**config.mk**
```make
export PLATFORM = sky130hd
export DESIGN_NAME = rlrt_mod
export DESIGN_NICKNAME = d
export VERILOG_FILES = /design/src/hw/rtl/raft_leader_replication_tracker_unit_assert.svh /design/src/hw/rtl/rlrt_mod.sv
export SDC_FILE = /design/constraint.sdc
export NUM_CORES = 1
export LEC_CHECK = 0
export BUFFER_PORTS_ARGS = -buffer_cell sky130_fd_sc_hd__buf_4
export CAP_MARGIN = 20
export CORE_AREA = 2 2 39 41
export DETAILED_ROUTE_END_ITERATION = 10
export DIE_AREA = 0 0 41 43
export PLACE_DENSITY = 0.66
export SLEW_MARGIN = 20
export SYNTH_ARGS = -nofsm -noshare
export SYNTH_HDL_FRONTEND = slang
export SYNTH_SLANG_ARGS = --single-unit
```
**constraint.sdc**
```tcl
create_clock -name clk -period 0.9 [get_ports clk]
set_input_delay 0.09 -clock clk [delete_from_list [all_inputs] [get_ports clk]]
set_output_delay 0.09 -clock clk [all_outputs]
set_load 0.05 [all_outputs]
```
**src/hw/rtl/raft_leader_replication_tracker_unit_assert.svh**
```systemverilog
// Assertion macros shared by the tracker RTL.
// Each macro expects clk and arst_n in scope.
`ifndef RAFT_LEADER_REPLICATION_TRACKER_UNIT_ASSERT_SVH
`define RAFT_LEADER_REPLICATION_TRACKER_UNIT_ASSERT_SVH

// Check cons in the same cycle as ante.
`define RLRT_ASSERT_IMPLIES(lbl, ante, cons, msg) \
	lbl: assert property (@(posedge clk) disable iff (!arst_n) (ante) |-> (cons)) \
		else $error(msg);

// Check cons in the cycle after ante.
`define RLRT_ASSERT_NEXT(lbl, ante, cons, msg) \
	lbl: assert property (@(posedge clk) disable iff (!arst_n) (ante) |=> (cons)) \
		else $error(msg);

// Check cond at every edge out of reset.
`define RLRT_ASSERT_ALWAYS(lbl, cond, msg) \
	lbl: assert property (@(posedge clk) disable iff (!arst_n) (cond)) \
		else $error(msg);

`endif

```
**src/hw/rtl/rlrt_mod.sv**
```systemverilog
`timescale 1ns / 1ps
`default_nettype none
// Remainder of a value below 2^31 by a constant: a mask for powers of two,
// otherwise a reciprocal multiplication with registered steps (quotient,
// then value minus quotient times divisor).
module rlrt_mod #(
	parameter int DIVISOR = 1024,
	localparam int RW = $clog2(DIVISOR)
) (
	input  wire logic          clk,
	input  wire logic          arst_n,
	input  wire logic          start,
	input  wire logic [31:0]   value,
	output logic               done,
	output logic      [RW-1:0] rem
);

	localparam bit IS_POW2 = (DIVISOR & (DIVISOR - 1)) == 0;

	logic          done_q;
	logic [RW-1:0] rem_q;

	generate
		if (IS_POW2) begin : g_mask
			// Take the low bits
			always_ff @(posedge clk or negedge arst_n) begin
				if (!arst_n)
					done_q <= 1'b0;
				else
					done_q <= start;
			end
			always_ff @(posedge clk) begin
				if (start)
					rem_q <= value[RW-1:0];
			end
		end else begin : g_recip
			localparam int SHIFT = 31 + RW;
			localparam logic [31:0] MAGIC =
				32'(((64'd1 << SHIFT) + 64'(DIVISOR) - 64'd1) / 64'(DIVISOR));
			localparam logic [31:0] DIV_W = 32'(DIVISOR);
			logic        valid_s1;
			logic [30:0] x_s1;
			logic [31:0] quo_s1;
			logic [62:0] prod;
			logic [31:0] back;
			logic [31:0] diff;

			assign prod = 63'(value[30:0]) * 63'(MAGIC);
			assign back = quo_s1 * DIV_W;
			assign diff = {1'b0, x_s1} - back;

			// Quotient register first, then the remainder register
			always_ff @(posedge clk or negedge arst_n) begin
				if (!arst_n) begin
					valid_s1 <= 1'b0;
					done_q   <= 1'b0;
				end else begin
					valid_s1 <= start;
					done_q   <= valid_s1;
				end
			end
			always_ff @(posedge clk) begin
				if (start) begin
					x_s1   <= value[30:0];
					quo_s1 <= 32'(prod >> SHIFT);
				end
				if (valid_s1)
					rem_q <= diff[RW-1:0];
			end
		end
	endgenerate

	assign done = done_q;
	assign rem  = rem_q;

endmodule
`default_nettype wire

```
# [Yosys cells after proc, flatten, opt, wreduce, memory -nomap -nowiden]
# Cells that the tools add are included.
[totals] elab_cells=2 out_inout_bits=11 register_bits=11

# [Longest topological paths before layout]
[logic_depth] ltp_word=0 depth_mapped=0

# [Worst setup path after synthesis]
# Ideal clock, no wire load.
[synth_path] path_type="register -> output" start="register rem_q[0] (netlist: rem[0])" end="output rem[0]" stages_incl_launch_ff=1 setup_slack_ns=0.209 t_arrival_ns=0.601 required_time_ns=0.810 path_buffers=0 cell_sequence="edfxtp_1"
[synth_rtl] item="from (decl)" line="rlrt_mod.sv:21" source="logic [RW-1:0] rem_q;"
[synth_rtl] item="from (signal assigned)" line="rlrt_mod.sv:34" source="rem_q <= value[RW-1:0];"
[synth_rtl] item="to (decl)" line="rlrt_mod.sv:15" source="output logic [RW-1:0] rem"
# No word-level cell between the ends.

# [Worst setup path after layout]
[layout_path] start="register rem_q[0] (netlist: rem[0])" end="output rem[0]"
# No word-level cell between the ends.

==> impl_metrics.csv <==
group,metric,value,unit
routing,first_iter_violations,3,
worst_setup_path,critPathMaxFanout,1,
global_route,grt_util_all_layers,8.32,%
logic_synthesis,avgSynthCellArea,29.6,um^2
worst_setup_path,cpLargestDelayFamily,"flip-flops",
floorplanning,start_util,23.5,%
routing,antenna_left,0,
timing,min_period,905,ps
timing,maxSlewViolCount,0,
cts,path_clk_slew,70,ps
timing,hold_viol,0,
worst_setup_path,cp_slowest_cell,"edfxtp_1",
global_route,grt_pass1_wl,910,um
worst_hold_path,min-delay-start,"start",
timing,fmax,1100,MHz
worst_setup_path,crit_required,810,ps
worst_hold_path,hold_end,"done",
routing,viasPerCell,3.72,
finish,syn2layout_area_growth,114,%
global_route,grt_start_max_net_pins,12,
finish,utilization,50.3,%
outcome,violations,"negative setup slack",
routing,wl,629,um
finish,layout_common_cells,"buf_4, dlygate4sd3_1, buf_6, edfxtp_1, clkbuf_4",
worst_setup_path,cp_cell_sequence,"buf_6",
cts,cts_root_buf,"clkbuf_4",
finish,multi_input_cells,0,
logic_synthesis,synth_xor_area_share,0,%
timing,setup_slack,-5.24,ps
cts,numCtsBuffers,3,
floorplanning,rows,14,
power,p_per_area,1780,mW/mm^2
routing,drc_errors,0,
power,p_leak,0.295,nW
timing,setup_viol,1,
floorplanning,die_y,43,um
place,gp_congestion,0.643,
place,dp_cells,50,
logic_synthesis,ys_seq_area_share,100,%
logic_synthesis,synthTopCellsByArea,"edfxtp_1, dfrtp_1",
logic_synthesis,synth_top_area_cell,"edfxtp_1",
floorplanning,die_x,41,um
timing,finalCritPeriodShare,101,%
run,maxCapViolations,0,
logic_synthesis,synthAdderAreaFrac,0,%
logic_synthesis,synth_mux_area_share,0,%
worst_setup_path,worst-setup-path-type,"reg2out",
outcome,outcome,"finished, violations left",
logic_synthesis,yosys.area.top_type_share,92.3,%
logic_synthesis,yosys.area_share.simple,0,%
logic_synthesis,synth_compound_area_share,0,%
timing,relSlewSlack,90.9,%
logic_synthesis,synth_warnings,0,
place,io_buffer_count,23,
finish,nets,85,
finish,multi_input_area,0,um^2
finish,diodes,0,
finish,nFillCells,130,
cts,cts_tree,"yes",
global_route,grt_pass1_vias,244,
routing,vias,242,
timing,rsz0062_at_grt,"true",
finish,layout_commonest_cell,"buf_4",
logic_synthesis,netlist_area,325,um^2
cts,clk_path_buf_depth,2,
timing,tns,-5.24,ps
finish,stdcell_count,65,
timing,worst_pin_slew,137,ps
logic_synthesis,mappedNetlistNets,46,
cts,htree_levels,1,
global_route,antenna_found_initial,0,
floorplanning,io_pins,46,
cts,clock-sinks,11,
routing,dr.pass1.iters,2,
finish,drive_gt1_share,53.1,%
floorplanning,coreArea,0.00138,mm^2
logic_synthesis,ys_seq_elements,11,
worst_setup_path,critical-path-max-stage-delay,390,ps
place,pre_cts_slack,255,ps
worst_hold_path,holdPathStages,1,
floorplanning,die_area,0.00176,mm^2
logic_synthesis,ys_types,2,
worst_setup_path,critPathArrivalTime,820,ps
global_route,overflow,0,
routing,wl_per_cell,9.68,um
worst_setup_path,worstSetupEndpointType,"primary output",
worst_setup_path,startpoint_type,"flip-flop",
worst_setup_path,critical_path_buf_inv_count,1,
place,hpwlAfterDp,446,um
worst_hold_path,holdCritPathClass,"in2reg",
power,total_power,1.24,mW
power,vdd_drop_max,0.000934,V
logic_synthesis,syn_inst,11,
==> registers in the layout (all words and copies together), names as in the netlist <==
signal	flops
rem	10
done	1
==> worst max path at each step <==
stage,from,endpoint,cells after the start
floorplan,rem[0],rem[0],0
global placement,rem[3],rem[3],1
detailed placement,rem[0],rem[0],1
CTS,rem[0],rem[0],1
global route,rem[6],rem[6],1
finish,rem[0],rem[0],1
==> synth_stat cells, drive strengths merged <==
master	instances
edfxtp	10
dfrtp	1
==> final cells by class <==
type	count	area [um^2]	share of cell area [%]
Sequential cell	11	325	46.8
Tap cell	16	20.0	2.88
Clock buffer	4	26.3	3.78
Timing Repair Buffer	34	324	46.6
==> power by group <==
part,internal [mW],switching (mW)
Sequential,0.601,0.0164
Clock,0.171,0.146
Combinational,0.133,0.169
Total,0.906,0.332
==> kinds of logic after synthesis <==
logic type / Yosys count
DFF: 11
==> routing by layer <==
metal	global-route usage, %	vias up	part of all wire, %
met1	9.34	104	37
li1	-	119	-
met3	4.19	0	15
met5	0	-	0
met2	11.6	19	48
met4	6.00	0	0
==> stage by stage <==
stage          hold slack, ps  area, um^2
4_1_cts                  34.2         696
5_1_grt                  37.2         696
3_3_place_gp             -134         518
6_report                 50.3         696
3_5_place_dp             -133         518
2_1_floorplan            -206         325
==> repair_timing <==
action / CTS / global route
endpoints found under the hold margin: 11 / 0
endpoints found under the setup margin: 11 / 11
cloned: 0 / 0
gates resized for setup: 11 / 0
buffers inserted: 0 / 0
hold buffers: 11 / 0
Power figures use the tool's default switching activity.
