## config.mk

```make
export PLATFORM = sky130hd
export DESIGN_NAME = rlrt_ram
export DESIGN_NICKNAME = d
export VERILOG_FILES = /design/src/hw/rtl/raft_leader_replication_tracker_unit_assert.svh /design/src/hw/rtl/rlrt_ram.sv
export SDC_FILE = /design/constraint.sdc
export NUM_CORES = 1
export LEC_CHECK = 0
export BUFFER_PORTS_ARGS = -buffer_cell sky130_fd_sc_hd__buf_2
export CAP_MARGIN = 20
export CORE_MARGIN = 2
export CORE_UTILIZATION = 55
export CTS_CLUSTER_SIZE = 8
export DETAILED_ROUTE_END_ITERATION = 10
export MAX_ROUTING_LAYER = met4
export PLACE_DENSITY = 0.75
export SYNTH_ARGS = -nofsm -noshare
export SYNTH_HDL_FRONTEND = slang
export SYNTH_SLANG_ARGS = --single-unit
```

## constraint.sdc

```tcl
create_clock -name clk -period 3.45 [get_ports clk]
set_clock_uncertainty 0.2 [all_clocks]
set_input_delay 0.1725 -clock clk [delete_from_list [all_inputs] [get_ports clk]]
set_output_delay 0.1725 -clock clk [all_outputs]
set_load 0.005 [all_outputs]
```

## src/hw/rtl/raft_leader_replication_tracker_unit_assert.svh

```systemverilog
// Assertion macros shared by the tracker RTL.
// Each macro expects clk and arst_n in scope.
`ifndef RAFT_LEADER_REPLICATION_TRACKER_UNIT_ASSERT_SVH
`define RAFT_LEADER_REPLICATION_TRACKER_UNIT_ASSERT_SVH

// Check cons in the same cycle as ante.
`define RLRT_ASSERT_IMPLIES(lbl, ante, cons, msg) \
	lbl: assert property (@(posedge clk) disable iff (!arst_n) (ante) |-> (cons)) \
		else $error(msg);

// Check cons in the cycle after ante.
`define RLRT_ASSERT_NEXT(lbl, ante, cons, msg) \
	lbl: assert property (@(posedge clk) disable iff (!arst_n) (ante) |=> (cons)) \
		else $error(msg);

// Check cond at every edge out of reset.
`define RLRT_ASSERT_ALWAYS(lbl, cond, msg) \
	lbl: assert property (@(posedge clk) disable iff (!arst_n) (cond)) \
		else $error(msg);

`endif

```

## src/hw/rtl/rlrt_ram.sv

```systemverilog
`timescale 1ns / 1ps
`default_nettype none
module rlrt_ram #(
	parameter int WIDTH = 32,
	parameter int DEPTH = 16,
	localparam int AW = (DEPTH > 1) ? $clog2(DEPTH) : 1
) (
	input  wire logic             clk,
	input  wire logic             we,
	input  wire logic [AW-1:0]    waddr,
	input  wire logic [WIDTH-1:0] wdata,
	input  wire logic [AW-1:0]    raddr,
	output logic      [WIDTH-1:0] rdata
);

	logic [WIDTH-1:0] mem_q [DEPTH];
	logic [WIDTH-1:0] rdata_q;

	// Write and registered read
	always_ff @(posedge clk) begin
		if (we)
			mem_q[waddr] <= wdata;
		rdata_q <= mem_q[raddr];
	end

	assign rdata = rdata_q;

endmodule
`default_nettype wire

```

Word-level counts from Yosys, hierarchy flattened
Memories as Yosys holds them, arrays and structs flattened. A register that Yosys moved wholly into a read port is not among the register bits.
Cells that the tools add are included.
- register bits after elaboration: 0
- bits in writable memories: 512
- bits of input ports: 42
- logic and storage cells: 3
- memories kept: 1
- memory list (memory ; depth ; bits a word ; read ports ; clocked after memory_dff ; wr ports ; line ; text):
    mem_q ; 16 ; 32 ; 1 ; 1 ; 1 ; rlrt_ram.sv:16 ; logic [WIDTH-1:0] mem_q [DEPTH];
- multiplexer cells: 2
- operator list (kind ; count):
    two-way mux 1 bit ; 2

Longest topological paths before layout
Gate-level depths: netlist of run 1.
- depth in word-level cells: 2
- gate-level depth with buffers: 5
- depth with buffers taken out: 3

Least setup slack after synthesis of run 1
OpenSTA, ideal clock, no wires.
- kind: in2reg
- start: input waddr[2]
- end: memory mem_q[0][0], enable pin
- library setup time: 0.461 ns
- arrival time: 2.891 ns
- required time: 2.789 ns
- slack: -0.102 ns
- cell stages on the path: 2
- buffers on the path: 0
- cells stage by stage: or3b_2 > nor3_1
- RTL lines (item ; line ; text):
    start, declared ; rlrt_ram.sv:10 ; input wire logic [AW-1:0] waddr,
    end, declared ; rlrt_ram.sv:16 ;
Straight into the memory's write port.

==> results by group, run 1 <==
Run status
  – Status: completed

Power
  – Overall power: between 0.015 and 0.02 W
  – Power per cell area: roughly 640 mW/mm^2
  – Leak Pwr: around 7.7 nW
  – Worst vdd ir: around 0.47 mV

Routing
  – DR vias/cell: 6.211
  – DRC viols: 0
  – 1st-iter DRT viols: just under 900
  – TritonRoute pass-1 iters: 5
  – Wire per inst: approximately 28 um
  – Antenna-violating nets left: 0
  – Via count: approximately 9500
  – Routed WL: roughly 43 mm

Logic synthesis
  – Synthesized netlist cell count: between 800 and 900
  – Area leader, netlist: edfxtp_1
  – Synth top area cells: edfxtp_1 77%, mux4_2 15%, dfxtp_1 3.2%
  – Mean Syn Cell Area: roughly 24 um^2
  – Register area share after synthesis: approximately 80%
  – Distinct cells, synth: 18
  – Post-Syn Area: about 0.020 mm^2
  – Syn_nets: 880
  – Share of the synthesized area in the top cell type: a little under 80%
  – Post-synthesis register bit count: around 540
  – YS warnings: 0

Floorplanning
  – Die ar.: approximately 0.038 mm^2
  – Boundary Pins: 74
  – Initial core utilization: a little under three fifths
  – Die W: between 150 and 200 um
  – Vert. Die Dim: just under 200 um
  – Row Count: 69
  – Core Area: ~0.036 mm^2

Final layout
  – Most common cell after layout, fill and taps aside: edfxtp_1
  – Fin cells: about 1500
  – Share of layout cells above drive strength 1: 31.09%
  – Most frequent cells in the layout: 512 x edfxtp_1, 128 x mux4_2, 81 x clkbuf_16, 71 x buf_2, 64 x a22oi_1
  – Final nets: 1047
  – Area Overhead vs Synth: 19.13%
  – Antenna cell count: 0
  – Final core occ: 66.49%

Worst setup path
  – Slowest stage delay, CP: between 500 and 600 ps
  – Reg-to-reg setup timing slack: about 1800 ps
  – Worst Setup EP: rdata[29]
  – Critical Path Source Type: primary input
  – Crit Reg-Reg Endpoint: rdata[19]
  – Critical Path AT: a little under 2000 ps
  – Crit Path Max Fanout: between 40 and 50
  – Kind of critical path: primary input to flip-flop
  – Reg2reg start: mem_q[3][19]
  – Critical Path Stages: 5
  – Critical path startpoint: raddr[0]
  – Slowest stage cell, crit path: mux4_2
  – Crit-path cells: clkbuf_8 -> buf_12 -> mux4_2 -> a22oi_1 -> nand2_1
  – R2R depth: 3
  – WP buf/inv: 2
  – Worst endpoint required time: 3680 ps
  – Setup crit end kind: flip-flop
  – CP top delay family: buffers and inverters

Place
  – DP Cell Count: approximately 1400
  – Port buffer count: 73
  – DP HPWL: roughly 21 mm
  – RePlAce Congestion: 0.7402

Clocking
  – CTS resizes: 0
  – H-Tree Depth: 3
  – Clock transition at path regs: 50 ps
  – CTS tree: done
  – CTS Sinks: 544
  – Total CTS buffers: 77
  – CTS Buffer Depth: 3
  – Root Buffer: clkbuf_16
  – Worst-Skew Late Latency: 570 ps

Run
  – Number of max-cap violations: 0

STA
  – Fmax: 0.5788 GHz
  – Setup_tns: 0 ps
  – Final cycle utilization of the critical path: 50.08%
  – Final setup fails: 0
  – Final min period: 1728 ps
  – Worst Max-Slew Pin Slew: 1081 ps
  – Unrepaired setup endpoints after global routing: false
  – Hold_ws: 68.30 ps
  – Final max-slew violation count: 0
  – Final Hold Fails: 0
  – Worst slew margin: approximately 28%

Global route
  – Largest net degree at the start of global routing: between 50 and 60
  – Vias in the first global route: approximately 10000
  – GR Util All Layers: about a quarter
  – GRT Residual Overflow: 0
  – First-pass GRT wire length: between 60 and 70 mm
  – Initial antenna violation count: 0

Min path
  – Min-Delay Path Class: primary input to flip-flop
layer usage:
metal,GRT usage (%),up-vias,part of all wire (%)
met5,-,-,0
met3,4.070,75,7.5
met1,33.13,5035,41
met4,7.015,0,2.2
li1,-,3936,-
met2,36.73,450,50
power by group:
part / internal [W] / switching (W) / leakage (nW)
registers: 0.00741 / 0.0000526 / 4.89
logic: 0.000293 / 0.000378 / 1.74
clock network: 0.00436 / 0.00259 / 1.08
total: 0.0121 / 0.00302 / 7.72
timing repair:
item / 4_1_cts / 5_1_grt
hold endpoints to repair: 512 / 0
buffers inserted: 0 / 0
setup endpoints to repair: 0 / 0
hold buffers: 32 / 0
synth_stat cells:
| cell type | instances |
|---|---|
| a22oi_1 | 64 |
| and2_1 | 1 |
| buf_1 | 9 |
| buf_2 | 4 |
| buf_4 | 11 |
| buf_6 | 2 |
| clkbuf_1 | 17 |
| dfxtp_1 | 32 |
| edfxtp_1 | 512 |
| mux4_2 | 128 |
| nand2_1 | 33 |
| nand2b_1 | 2 |
| nand3_1 | 1 |
| nand3b_1 | 2 |
| nor2_1 | 13 |
| nor2b_1 | 2 |
| nor3_1 | 4 |
| or3b_2 | 1 |
final cells by class:
class,instances,area (um^2)
Multi-Input combinational cell,251,3756
Clock inverter,3,41.29
Timing Repair Buffer,131,1017
Clock buffer,139,2245
Fill cell,2187,11920
Tap cell,461,576.8
Sequential cell,544,16020
metrics by stage:
step                setup WS [ps]  instance area, um^2
floorplan                   198.2                19860
global placement             1183                21050
detailed placement           1128                21050
CTS                          1697                23650
global route                 1595                23650
finish                       1722                23650
cells by family after synthesis:
kind of cell	synth area share (%)
buf+inv	1.122
simple gates	1.273
mux	14.52
compound gates	2.420
flops	80.67
flip-flops by register name, indices dropped and copies added (netlist names):
signal / count
mem_q: 512
rdata: 32
worst min path at each step:
stage,slack [ps],cells after the start,end,from
final,70,4,rdata[30],raddr[3]
after global routing,70,4,rdata[24],raddr[2]
after CTS,40,4,rdata[24],raddr[2]
after detailed placement,350,1,mem_q[10][30],wdata[30]
after global placement,340,1,mem_q[14][28],wdata[28]
after floorplan,70,0,mem_q[0][0],wdata[0]
worst min-delay path, cell delays in order:
cell	delay [ps]
buf_2	160
nor2b_4	170
a22oi_1	200
nand2_1	60
Power figures use the tool's default switching activity.
==> run 2: changes to the inputs <==
--- a/config.mk
+++ b/config.mk
@@ -5,6 +5,7 @@
 export SDC_FILE = /design/constraint.sdc
 export NUM_CORES = 1
 export LEC_CHECK = 0
+export ABC_AREA = 1
 export BUFFER_PORTS_ARGS = -buffer_cell sky130_fd_sc_hd__buf_2
 export CAP_MARGIN = 20
 export CORE_MARGIN = 2
@@ -12,7 +13,7 @@
 export CTS_CLUSTER_SIZE = 8
 export DETAILED_ROUTE_END_ITERATION = 10
 export MAX_ROUTING_LAYER = met4
-export PLACE_DENSITY = 0.75
+export PLACE_DENSITY = 0.72
 export SYNTH_ARGS = -nofsm -noshare
 export SYNTH_HDL_FRONTEND = slang
 export SYNTH_SLANG_ARGS = --single-unit
==> constraint.sdc (replaced) <==
create_clock -name clk -period 1.7 [get_ports clk]
set_clock_uncertainty 0.2 [all_clocks]
set_input_delay 0.085 -clock clk [delete_from_list [all_inputs] [get_ports clk]]
set_output_delay 0.085 -clock clk [all_outputs]
set_load 0.005 [all_outputs]
==> run 2 against run 1 <==
The flow now finishes with violations (hold timing). First-iteration DRC count is 99% higher. Sequential share of layout area is 8.7 points lower. Combinational power grew to 3.1 times the previous value. Non-clock buffer count is 67 higher. Largest power group unchanged. Critical endpoint is now rdata[1]. Worst hold slack worse by 84 ps. Die area is 14% higher. Cell count is 89% higher.
==> results by group, run 2 <==
Run status
  – Status: finished with violations
  – Failing checks: hold timing

Worst setup path
  – Slowest stage cell, crit path: dfxtp_1
  – Crit Path Max Fanout: 1
  – Reg2reg start: mem_q[3][2]
  – Worst endpoint required time: between 1000 and 1500 ps
  – Crit-path cells: buf_2
  – Slowest stage delay, CP: between 400 and 500 ps
  – WP buf/inv: 1
  – CP top delay family: flip-flops
  – Reg-to-reg setup timing slack: 390 ps
  – Kind of critical path: flip-flop to output port
  – Critical Path Source Type: flip-flop
  – Critical Path AT: approximately 1200 ps
  – Critical path startpoint: rdata[1]
  – Setup crit end kind: output port

Logic synthesis
  – Share of the synthesized area in the top cell type: slightly below 70%
  – Ys flop type: edfxtp_1
  – Post-synth EDFFs: ~500
  – Mean Syn Cell Area: between 10 and 15 um^2
  – Area leader, netlist: edfxtp_1
  – Distinct cells, synth: 15
  – Syn_nets: around 2200
  – Post-Syn Area: roughly 0.023 mm^2
  – Most common cell in the netlist: nand2_1
  – Synth top area cells: edfxtp_1 68%, nand2_1 11%, nand3_1 8.5%
  – Ys async rst share: 0%
  – YS warnings: 0
  – Post-synthesis register bit count: about 540
  – Register area share after synthesis: between 70 and 80%
  – Synthesized netlist cell count: about 2100
  – Top post-synthesis cells by count: 677 x nand2_1, 512 x edfxtp_1, 388 x inv_1, 385 x nand3_1, 41 x buf_2

Place
  – Cell area after placement: around 0.024 mm^2
  – DP HPWL: approximately 36 mm
  – Port buffer count: 73
  – RePlAce Congestion: 0.8918

Floorplanning
  – Row Count: 74
  – Boundary Pins: 74
  – Die W: between 200 and 250 um
  – Initial core utilization: 55.67%
  – Vert. Die Dim: just over 200 um
  – Core Area: 0.04083 mm^2
  – Die ar.: around 0.043 mm^2

STA
  – Final min period: ~1500 ps
  – Final max-slew violation count: 0
  – Final setup fails: 0
  – Hold_ws: -15.69 ps
  – Fmax: 0.6800 GHz
  – Unrepaired setup endpoints after global routing: false
  – Final cycle utilization of the critical path: between 80% and 90%
  – Final Hold Fails: 3
  – Worst slew margin: 70.27%
  – Worst Max-Slew Pin Slew: ~450 ps

Final layout
  – Area Overhead vs Synth: 19.44%
  – Max reg flops: 512
  – Biggest register: mem_q
  – Final nets: 2334
  – Most common cell after layout, fill and taps aside: nand2_1
  – Finished Cell Area: 0.02715 mm^2
  – Share of layout cells above drive strength 1: around 11%
  – Final core occ: 66.49%
  – Most frequent cells in the layout: 677 x nand2_1, 512 x edfxtp_1, 386 x inv_1, 384 x nand3_1, 80 x clkbuf_16

Run
  – Number of max-cap violations: 0

Routing
  – Antenna-violating nets left: 0
  – Wire per inst: approximately 20 um
  – Via count: roughly 16000
  – TritonRoute pass-1 iters: 7
  – DR vias/cell: 5.420
  – DRC viols: 0
  – 1st-iter DRT viols: 1735
  – Routed WL: between 50 and 60 mm

Global route
  – GRT Residual Overflow: 0
  – Largest net degree at the start of global routing: 65
  – Initial antenna violation count: 1
  – First-pass GRT wire length: about 90 mm
  – Vias in the first global route: 15326
  – GR Util All Layers: between 20% and 30%

Clocking
  – Clock transition at path regs: ~50 ps
  – CTS Buffer Depth: 3
  – Total CTS buffers: 77
  – CTS Sinks: 544
  – Worst-Skew Late Latency: roughly 600 ps
  – CTS tree: done
  – Root Buffer: clkbuf_16
  – Setup Buffers After CTS: 0
  – H-Tree Depth: 3

Power
  – Worst vdd ir: 0.9727 mV
  – Power per cell area: between 1000 and 1500 mW/mm^2
  – Leak Pwr: 11.61 nW
  – Overall power: ~0.031 W

Min path
  – Hold path startpoint: raddr[1]
  – Min-Delay Path Class: primary input to flip-flop
run 2: cell count changes after synthesis, sizes merged, moves of 3 or more:
| cell | previous run | this run |
|---|---|---|
| inv | 0 | 390 |
| nor3 | 4 | 0 |
| nand3 | 1 | 385 |
| a22oi | 64 | 0 |
| mux4 | 128 | 0 |
| nand2 | 33 | 677 |
| nor2 | 13 | 17 |
| buf | 26 | 91 |
| clkbuf | 17 | 14 |
run 2: layer usage:
metal / wire (um) / global-route usage (%) / part of all wire [%]
met1: 22800 / 36.43 / 39
met2: 29060 / 45.66 / 49
met3: 4665 / 3.994 / 7.9
met4: 2464 / 13.08 / 4.2
met5: 0 / - / 0
run 2: final cells by class:
type / count / area (um^2)
diodes: 1 / 2.502
clock buffers: 133 / 2201
clock inverters: 4 / 42.54
fillers: 2877 / 13680
inverters: 390 / 1471
multi-input cells: 1081 / 4672
flip-flops and latches: 544 / 16020
well taps: 532 / 665.6
repair buffers: 198 / 2078
run 2: tightest hold or removal path: cells and delay by family:
family                 cells  cell delay [ps]
buffers and inverters      2              340
AND/OR/NAND/NOR            4              290
run 2: per-stage QoR:
step,std cells,setup TNS [ps],setup slack (ps)
floorplan,2120,-47360,-118.1
global placement,2705,0,113.4
detailed placement,2705,0,89.93
CTS,2884,0,29.23
global route,2883,0,230.1
finish,2883,0,229.3
run 2: path summary, 6_finish.rpt:
path	end	cells after the start
worst min register to register	rdata[25]	6
worst max-delay path	rdata[1]	1
worst min-delay path	rdata[7]	6
worst max register to register	rdata[2]	6
run 2: timing repair:
item	4_1_cts	5_1_grt
hold buffers	42	0
endpoints found under the hold margin	544	0
resized for setup	0	1
setup endpoints to repair	0	1
run 2: kinds of logic (layout without fill, tap and decap cells):
logic type / Yosys count / in the layout / share of synthesized area [%]
buf+inv: 495 / 725 / 9.539
flops: 544 / 544 / 70.46
other cells: 0 / 1 / 0
simple gates: 1081 / 1081 / 20.00
run 2: power by group:
group	switching (W)	internal [W]	total (W)
Sequential	0.000116	0.0150	0.0151
Combinational	0.00139	0.000686	0.00208
Clock	0.00546	0.00871	0.0142
Total	0.00697	0.0244	0.0314
==> run 3: changes to the inputs <==
--- a/config.mk
+++ b/config.mk
@@ -10,10 +10,12 @@
 export CAP_MARGIN = 20
 export CORE_MARGIN = 2
 export CORE_UTILIZATION = 55
+export CTS_CLUSTER_DIAMETER = 150
 export CTS_CLUSTER_SIZE = 8
 export DETAILED_ROUTE_END_ITERATION = 10
 export MAX_ROUTING_LAYER = met4
 export PLACE_DENSITY = 0.72
+export REMOVE_ABC_BUFFERS = 1
 export SYNTH_ARGS = -nofsm -noshare
 export SYNTH_HDL_FRONTEND = slang
 export SYNTH_SLANG_ARGS = --single-unit
==> run 3 against run 2 <==
The run still ends with hold timing left. Cell count barely moved. Core utilization shrank 0.14 points. Power shrank 0.62%. Worst hold slack improved by 12 ps. Wire length shrank 3.0%. Critical path depth up 8. Sequential power hardly changed. Non-clock buffer count is 5 higher. Clock power about the same. Highest routed layer unchanged.
==> results by group, run 3 (synthesis results as in run 2) <==
Run status
  – Status: finished with violations
  – Failing checks: hold timing

Floorplanning
  – Die W: around 210 um
  – Vert. Die Dim: between 200 and 250 um
  – Row Count: 74
  – Die ar.: around 0.043 mm^2
  – Boundary Pins: 74
  – Initial core utilization: a little under three fifths
  – Core Area: between 0.04 and 0.05 mm^2

Final layout
  – Fin cells: 2885
  – Biggest register: mem_q
  – Most common cell after layout, fill and taps aside: nand2_1
  – Max reg flops: between 500 and 600
  – Final core occ: about 66%
  – Most frequent cells in the layout: 677 x nand2_1, 512 x edfxtp_1, 386 x inv_1, 384 x nand3_1, 77 x clkbuf_16
  – Share of layout cells above drive strength 1: 10.71%
  – Area Overhead vs Synth: 19.19%
  – Final nets: around 2300
  – # fillers: 2932
  – Antenna cell count: 0

Worst setup path
  – Crit Path Max Fanout: 32
  – Reg-to-reg setup timing slack: 410 ps
  – R2R depth: 6
  – Reg2reg start: mem_q[0][14]
  – Critical Path Source Type: primary input
  – CP top delay family: buffers and inverters
  – Slowest stage delay, CP: 630 ps
  – Setup crit end kind: flip-flop
  – WP buf/inv: 4
  – Slowest stage cell, crit path: dlygate4sd3_1
  – Crit Reg-Reg Endpoint: rdata[14]
  – CP most frequent cell: nand3_1
  – Kind of critical path: primary input to flip-flop
  – Critical Path AT: approximately 1900 ps
  – Worst endpoint required time: 1960 ps
  – Crit-path cells: clkbuf_8 -> dlygate4sd3_1 -> buf_12 -> buf_12 -> nand2_1 -> nand3_1 -> nand3_1 -> nand3_1 -> nand2_1

Min path
  – Min-Delay Path Class: primary input to flip-flop
  – Hold path startpoint: raddr[1]
  – Hold Path Depth: 6
  – Worst Hold End: rdata[4]

Global route
  – Initial antenna violation count: 0
  – GR Util All Layers: about 28%
  – Vias in the first global route: between 15000 and 20000
  – GRT Residual Overflow: 0
  – Largest net degree at the start of global routing: 59
  – First-pass GRT wire length: 88.82 mm

Routing
  – Routed WL: ~57 mm
  – Wire per inst: slightly below 20 um
  – DR vias/cell: 5.418
  – TritonRoute pass-1 iters: 5
  – Via count: 15630
  – DRC viols: 0
  – Antenna-violating nets left: 0
  – 1st-iter DRT viols: 1748

STA
  – Final min period: around 1600 ps
  – Hold_ws: -3.227 ps
  – Fmax: between 0.6 and 0.7 GHz
  – Worst Max-Slew Pin Slew: just under 600 ps
  – Unrepaired setup endpoints after global routing: false
  – Final setup fails: 0
  – Final cycle utilization of the critical path: between 90% and 100%
  – Final Hold Fails: 2
  – Final max-slew violation count: 0
  – Worst slew margin: 61.13%

Place
  – Port buffer count: 73
  – RePlAce Congestion: ~0.79
  – DP HPWL: around 30 mm
  – DP Cell Count: ~2700

Clocking
  – Clock transition at path regs: ~50 ps
  – Root Buffer: clkbuf_16
  – CTS Buffer Depth: 3
  – H-Tree Depth: 3
  – CTS Sinks: about 540
  – CTS tree: done
  – Worst-Skew Late Latency: 610 ps
  – Total CTS buffers: 77

Power
  – Power per cell area: about 1200 mW/mm^2
  – Worst vdd ir: ~0.93 mV
  – Leak Pwr: approximately 12 nW
  – Overall power: 0.03119 W

Run
  – Number of max-cap violations: 0
[run 3: layer usage]
metal / up-vias / track usage [%] / part of all wire (%)
li1: 7209 / - / -
met1: 7427 / 35.23 / 39
met2: 818 / 45.08 / 49
met3: 176 / 4.418 / 8.6
met4: 0 / 12.22 / 3.8
met5: - / - / 0
[run 3: worst register-to-register path, delay by kind of cell (launching register included)]
| kind | cells | cell delay (ps) |
|---|---|---|
| and+or+nand+nor | 5 | 420 |
| DFF | 1 | 450 |
| buffers and inverters | 1 | 90 |
[run 3: power breakdown]
part / internal [W] / switching (W)
Sequential: 0.0150 / 0.0000920
Combinational: 0.000679 / 0.00133
Clock: 0.00847 / 0.00560
[run 3: worst max path at each step]
| stage | start | to | slack (ps) | depth (start not counted) |
|---|---|---|---|---|
| 6_report | raddr[0] | rdata[18] | 80 | 9 |
| 5_1_grt | raddr[0] | rdata[18] | 40 | 9 |
| 4_1_cts | mem_q[11][28] | rdata[28] | 50 | 7 |
| 3_5_place_dp | waddr[2] | mem_q[2][23] | 140 | 5 |
| 3_3_place_gp | waddr[2] | mem_q[2][5] | 160 | 5 |
| 2_1_floorplan | raddr[1] | rdata[0] | -920 | 5 |
[run 3: final cells by class]
cell class | count | area [um^2] | area share, %
clock buffers | 128 | 2118 | 7.819
clock inverters | 7 | 106.4 | 0.3926
inverters | 390 | 1471 | 5.431
multi-input cells | 1081 | 4672 | 17.24
flip-flops and latches | 544 | 16020 | 59.11
well taps | 532 | 665.6 | 2.457
repair buffers | 203 | 2043 | 7.542
[run 3: per-stage QoR]
stage	worst slack (ps)	setup TNS, ps	instance area (um^2)
after detailed placement	143.3	0	24280
after global routing	40.33	0	27090
after global placement	155.8	0	24280
after floorplan	-924.0	-313850	22030
after CTS	49.93	0	27100
final	84.73	0	27090
[run 3: repair_timing]
action / in CTS / in global routing
setup buffers: 0 / 0
hold buffers: 58 / 0
hold endpoints to repair: 544 / 0
gates resized for setup: 0 / 1
setup endpoints to repair: 0 / 1
